[config.mk]
export PLATFORM = sky130hd
export DESIGN_NAME = ibs_ctrl
export DESIGN_NICKNAME = d
export VERILOG_FILES = /design/src/rtl/core/ibs_pkg.sv /design/src/rtl/core/ibs_ctrl.sv
export SDC_FILE = /design/constraint.sdc
export NUM_CORES = 1
export LEC_CHECK = 0
export BUFFER_PORTS_ARGS = -buffer_cell sky130_fd_sc_hd__buf_2
export CAP_MARGIN = 20
export CORE_AREA = 2 2 39 41
export CTS_BUF_LIST = sky130_fd_sc_hd__clkbuf_8 sky130_fd_sc_hd__clkbuf_16
export DETAILED_ROUTE_END_ITERATION = 12
export DIE_AREA = 0 0 41 43
export PLACE_DENSITY_LB_ADDON = 0.05
export SLEW_MARGIN = 10
export SYNTH_ARGS = -nofsm -noshare
export SYNTH_HDL_FRONTEND = slang
export SYNTH_SLANG_ARGS = --single-unit
export TNS_END_PERCENT = 30
[constraint.sdc]
create_clock -name clk -period 1.3 [get_ports clk]
set_clock_uncertainty 0.1 [all_clocks]
set_input_delay 0.195 -clock clk [delete_from_list [all_inputs] [get_ports clk]]
set_output_delay 0.195 -clock clk [all_outputs]
set_load 0.01 [all_outputs]
[src/rtl/core/ibs_pkg.sv]
package ibs_pkg;

    localparam int MAX_ELEMENTS_DEF = 1024;
    localparam int DATA_WIDTH_DEF   = 32;

    localparam int BS_W  = 11;
    localparam int POS_W = 10;
    localparam int OP_W  = 2;

    localparam logic [BS_W-1:0] BLOCK_SIZE_RST = 11'd3;

    localparam logic [OP_W-1:0] OP_APPEND = 2'd0;
    localparam logic [OP_W-1:0] OP_SEARCH = 2'd1;
    localparam logic [OP_W-1:0] OP_CLEAR  = 2'd2;
    localparam logic [OP_W-1:0] OP_NOP    = 2'd3;

    typedef struct packed {
        logic append;
        logic clear;
        logic search_init;
        logic bs_issue;
        logic bs_update;
        logic scan_setup;
        logic scan_limit;
        logic scan_issue;
        logic scan_next;
        logic emit_none;
        logic emit_found;
    } ibs_cmd_t;

    typedef struct packed {
        logic lo_lt_hi;
        logic max_lt_key;
        logic lo_ge_bc;
        logic idx_lt_end;
        logic match;
    } ibs_sts_t;

endpackage

[src/rtl/core/ibs_ctrl.sv]
module ibs_ctrl
    import ibs_pkg::*;
(
    input  logic            clk,
    input  logic            rst_n,
    input  logic            start,
    input  logic [OP_W-1:0] opcode,
    input  ibs_sts_t        sts,
    output ibs_cmd_t        cmd,
    output logic            busy
);

    localparam logic [2:0] ST_IDLE       = 3'd0;
    localparam logic [2:0] ST_BS_ISSUE   = 3'd1;
    localparam logic [2:0] ST_BS_CMP     = 3'd2;
    localparam logic [2:0] ST_SCAN_SETUP = 3'd3;
    localparam logic [2:0] ST_SCAN_LIMIT = 3'd4;
    localparam logic [2:0] ST_SCAN_ISSUE = 3'd5;
    localparam logic [2:0] ST_SCAN_CMP   = 3'd6;

    logic [2:0] state_reg;
    logic [2:0] state_next;

    always_comb
    begin
        state_next = state_reg;
        cmd        = '0;
        case (state_reg)
            ST_IDLE:
            begin
                if (start)
                begin
                    case (opcode)
                        OP_APPEND: cmd.append = 1'b1;
                        OP_SEARCH:
                        begin
                            cmd.search_init = 1'b1;
                            state_next      = ST_BS_ISSUE;
                        end
                        OP_CLEAR:  cmd.clear = 1'b1;
                        default:   ;
                    endcase
                end
            end
            ST_BS_ISSUE:
            begin
                if (sts.lo_lt_hi)
                begin
                    cmd.bs_issue = 1'b1;
                    state_next   = ST_BS_CMP;
                end
                else
                    state_next = ST_SCAN_SETUP;
            end
            ST_BS_CMP:
            begin
                cmd.bs_update = 1'b1;
                state_next    = ST_BS_ISSUE;
            end
            ST_SCAN_SETUP:
            begin
                if (sts.lo_ge_bc)
                begin
                    cmd.emit_none = 1'b1;
                    state_next    = ST_IDLE;
                end
                else
                begin
                    cmd.scan_setup = 1'b1;
                    state_next     = ST_SCAN_LIMIT;
                end
            end
            ST_SCAN_LIMIT:
            begin
                cmd.scan_limit = 1'b1;
                state_next     = ST_SCAN_ISSUE;
            end
            ST_SCAN_ISSUE:
            begin
                if (sts.idx_lt_end)
                begin
                    cmd.scan_issue = 1'b1;
                    state_next     = ST_SCAN_CMP;
                end
                else
                begin
                    cmd.emit_none = 1'b1;
                    state_next    = ST_IDLE;
                end
            end
            ST_SCAN_CMP:
            begin
                if (sts.match)
                begin
                    cmd.emit_found = 1'b1;
                    state_next     = ST_IDLE;
                end
                else
                begin
                    cmd.scan_next = 1'b1;
                    state_next    = ST_SCAN_ISSUE;
                end
            end
            default: state_next = ST_IDLE;
        endcase
    end

    always_ff @(posedge clk or negedge rst_n)
    begin
        if (!rst_n)
            state_reg <= ST_IDLE;
        else
            state_reg <= state_next;
    end

    assign busy = (state_reg != ST_IDLE);

endmodule

* Word level (Yosys, flattened, before mapping)
Index checks and enable logic that the tools add are counted.
** Word-level totals
- Flip-flop bits (word level) :: 3
- Bits of input ports :: 10
- Word-level logic and storage cells :: 42
- Output and inout port bits :: 12
** Cells by class
- Muxes and demuxes :: 27
- Equal/unequal tests :: 10
- Reduce and logical (&&, ||, !) cells :: 4
** Operator list (number)
- $mux W3 :: 7
- $pmux W3 S7 :: 1
- $mux W1 :: 18
- $eq A3 B3 Y1 const B :: 3
- $eq A3 B2 Y1 const B :: 2
- $eq A3 B1 Y1 const B :: 1
- $logic_not A3 Y1 :: 1
- $reduce_bool A3 Y1 :: 1
- $eq A2 B1 Y1 const B :: 1
- $eq A2 B2 Y1 const B :: 1
- $logic_not A2 Y1 :: 1
- $ne A2 B1 Y1 const B :: 1
- $ne A2 B2 Y1 const B :: 1
- $pmux W1 S2 :: 1
- $reduce_and A2 Y1 :: 1

* Longest topological paths before layout
- Word-level depth :: 4
- Gate-level depth with buffers :: 4
- Depth with buffers taken out :: 3

* Worst setup path after synthesis
OpenSTA, ideal clock, no wires.
- Kind :: reg2out
- From :: reg state_reg[2]
- To :: out cmd[10] in the netlist's numbering
- Data required time :: 1.005 ns
- Arrival time :: 1.146 ns
- Path slack :: -0.141 ns
- Path buffers :: 1
- Cell stages (with the launch flop) :: 5
- Path through :: dfrtp_1 buf_6 nor3_4 inv_2 nor4b_2
** RTL lines
- from (decl) :: RTL line ibs_ctrl.sv:21 : logic [2:0] state_reg;
- from (signal assigned) :: RTL line ibs_ctrl.sv:113 : state_reg <= state_next;
- to (decl) :: RTL line ibs_ctrl.sv:9 : output ibs_cmd_t cmd,

==> results.json <==
{
  "cellLeakagePower_nw": 0.3145,
  "floorplan.die.height_um": 43,
  "sequential_share_of_the_synthesized_area": 0.2449,
  "power-per-cell-area_nw_per_um2": 2239,
  "nNetsFinal": 78,
  "fp-row-count": 14,
  "critPathKind": "flop to primary output",
  "rsz0062_at_grt": "true",
  "clkSlewWorstSetupHoldPaths_ns": 0.03,
  "ys_warn_count": 0,
  "ff2ff_setup_slack_ns": -0.04,
  "power.ir.vdd_worst_v": 0.001070,
  "timing.final.setup_violations": 13,
  "cts_sinks": 3,
  "synth_area_per_cell_um2": 9.016,
  "grt_first_pass_wirelength_mm": 1.386,
  "syn_inst": 34,
  "cp.arrival_ns": 1.31,
  "finalMaxSlewViolations": 0,
  "drt-total-wl_um": 909,
  "vias": 372,
  "top_level_ports": 22,
  "antenna-diode-count": 0,
  "flow.area_growth_from_synthesis_pct": 85.31,
  "max-clock-path-buffers": 2,
  "hold_class": "primary input to flop",
  "synth_nets": 44,
  "gp_congestion": 0.6660,
  "finalWorstPathRequiredPeriod_ns": 1.606,
  "route.detailed.wl_per_inst_um": 10.95,
  "cap_viol_max_count": 0,
  "run_status": "complete, but fails checks",
  "cp_data_required_time_ns": 1.00,
  "fp.dieW_um": 41,
  "max_slew.worst_pin.slew_ns": 0.1949,
  "synth_cell_types": 23,
  "setup_ws_ns": -0.3063,
  "final.hold.worst_slack_ns": 0.1766,
  "min_period_over_period": 1.236,
  "final_layout_size_suffix_gt1_frac": 0.6269,
  "standard_cell_core_area_um2": 1384,
  "clock-root-buffer": "clkbuf_8",
  "grt_max_degree": 8,
  "number_of_hold_violations_in_the_final_report": 0,
  "worstSetupStartpointType": "flop",
  "endpoint_class_of_the_critical_path": "primary output",
  "initial_utilization": 0.2215,
  "port_buffers": 20,
  "grt_antenna_before_repair": 0,
  "finalSetupTns_ns": -2.697,
  "cts_tree": "done",
  "failing_checks": "setup timing",
  "drtAntennaViolNets": 0,
  "ctsHtreeMaxLevel": 1,
  "viasPerCell": 4.482,
  "number_of_global_route_vias_before_repair": 358,
  "dp.final_hpwl_um": 733.8,
  "max_clock_freq_mhz": 622.5,
  "ys_ff_latch": 3,
  "timing.critical_path.fanout_max": 5,
  "dieArea_um2": 1763,
  "clock_insertion_delay_worst_skew_ns": 0.21,
  "netlist_area_um2": 306.5,
  "timing.slew.headroom": 0.8695,
  "largest_register_ff_count": 3,
  "cts_buffers": 3,
  "first_iter_violations": 0,
  "overflow": 0,
  "remaining_drc_errors": 0,
  "grt_usage": 0.1116,
  "drtPass1Iterations": 1
}
==> cell usage in the layout, fill, tap and decap left out, drive strengths merged, types with 2 or more instances in the layout <==
cell     instances
nand3b           2
buf             31
clkbuf           3
nor3b            2
inv              5
nand2            2
nor2             3
dfrtp            3
nand4bb          2
nor3             2
==> worst max-delay path: stages, from the launching register on <==
cell and delay [ns]:
dfrtp_2 0.43, nor3_4 0.21, inv_2 0.07, nor4b_4 0.21, buf_2 0.17
==> metal layers <==
layer	up-vias	wire, um	GRT usage
met3	0	55	0.01571
met5	-	0	0
met1	176	361	0.1323
li1	187	-	-
met2	9	491	0.1906
met4	0	0	0.04000
==> repair_timing <==
| item | in CTS | in global routing |
|---|---|---|
| hold endpoints to repair | 3 | 0 |
| setup endpoints to repair | 13 | 14 |
| resized for setup | 4 | 1 |
| hold buffers | 1 | 0 |
| setup buffers | 2 | 0 |
| pin swaps | 3 | 4 |
==> Yosys cell counts <==
cell	number	area share
nor3_1	1	0.016
buf_2	2	0.033
or2b_1	1	0.024
a21o_1	1	0.024
o21a_1	1	0.024
nand4bb_1	2	0.073
nand4b_1	1	0.029
nor4b_2	1	0.049
nand2_1	2	0.024
inv_1	3	0.037
a21boi_1	1	0.024
dfrtp_1	3	0.24
or3b_1	1	0.029
nor3_4	1	0.053
o2111ai_1	1	0.029
buf_6	1	0.037
a221oi_2	1	0.049
inv_2	1	0.012
nor3b_1	2	0.049
nand3b_1	2	0.049
nor2b_1	1	0.020
nor2_1	3	0.037
and4b_1	1	0.033
==> report_power, final <==
part	total, W	internal [W]	switching (W)
sequential	0.000213	0.000145	0.0000680
combinational	0.000801	0.000458	0.000343
clock	0.000257	0.000201	0.0000569
==> stage by stage <==
step / power (W) / setup WS [ns] / cells / utilization / area (um2)
after floorplan: 0.0006075 / -0.1007 / 34 / - / 315.3
after global placement: 0.0008985 / -0.1048 / 76 / 0.3481 / 481.7
after detailed placement: 0.0009226 / -0.1564 / 76 / 0.3481 / 481.7
after CTS: 0.001290 / -0.3360 / 83 / 0.4087 / 565.5
after global routing: 0.001363 / -0.3790 / 83 / 0.4105 / 568.0
final: 0.001272 / -0.3063 / 83 / 0.4105 / 568.0
==> layout make-up <==
| cell class | instances | area, um2 |
|---|---|---|
| well taps | 16 | 20.02 |
| multi-input cells | 24 | 211.5 |
| clock buffers | 3 | 41.29 |
| clock inverters | 1 | 3.754 |
| inverters | 4 | 15.01 |
| flip-flops and latches | 3 | 77.57 |
| fillers | 153 | 815.8 |
| repair buffers | 32 | 198.9 |
==> worst paths after layout <==
kind / to / from / cells after the start
max: cmd[10] / state_reg[2] / 4
max in group asynchronous: state_reg[1] / rst_n / 2
max reg2reg: state_reg[2] / state_reg[2] / 4
min in group asynchronous: state_reg[2] / rst_n / 2
min reg2reg: state_reg[0] / state_reg[2] / 2
min: state_reg[0] / sts[4] / 3
==> logic make-up after synthesis <==
family          Yosys count  share of synthesized area
buf+inv                   7                     0.1184
simple gates             19                     0.4857
flops                     3                     0.2449
compound gates            5                     0.1510
Note: power is estimated with default switching activity, not from simulation.
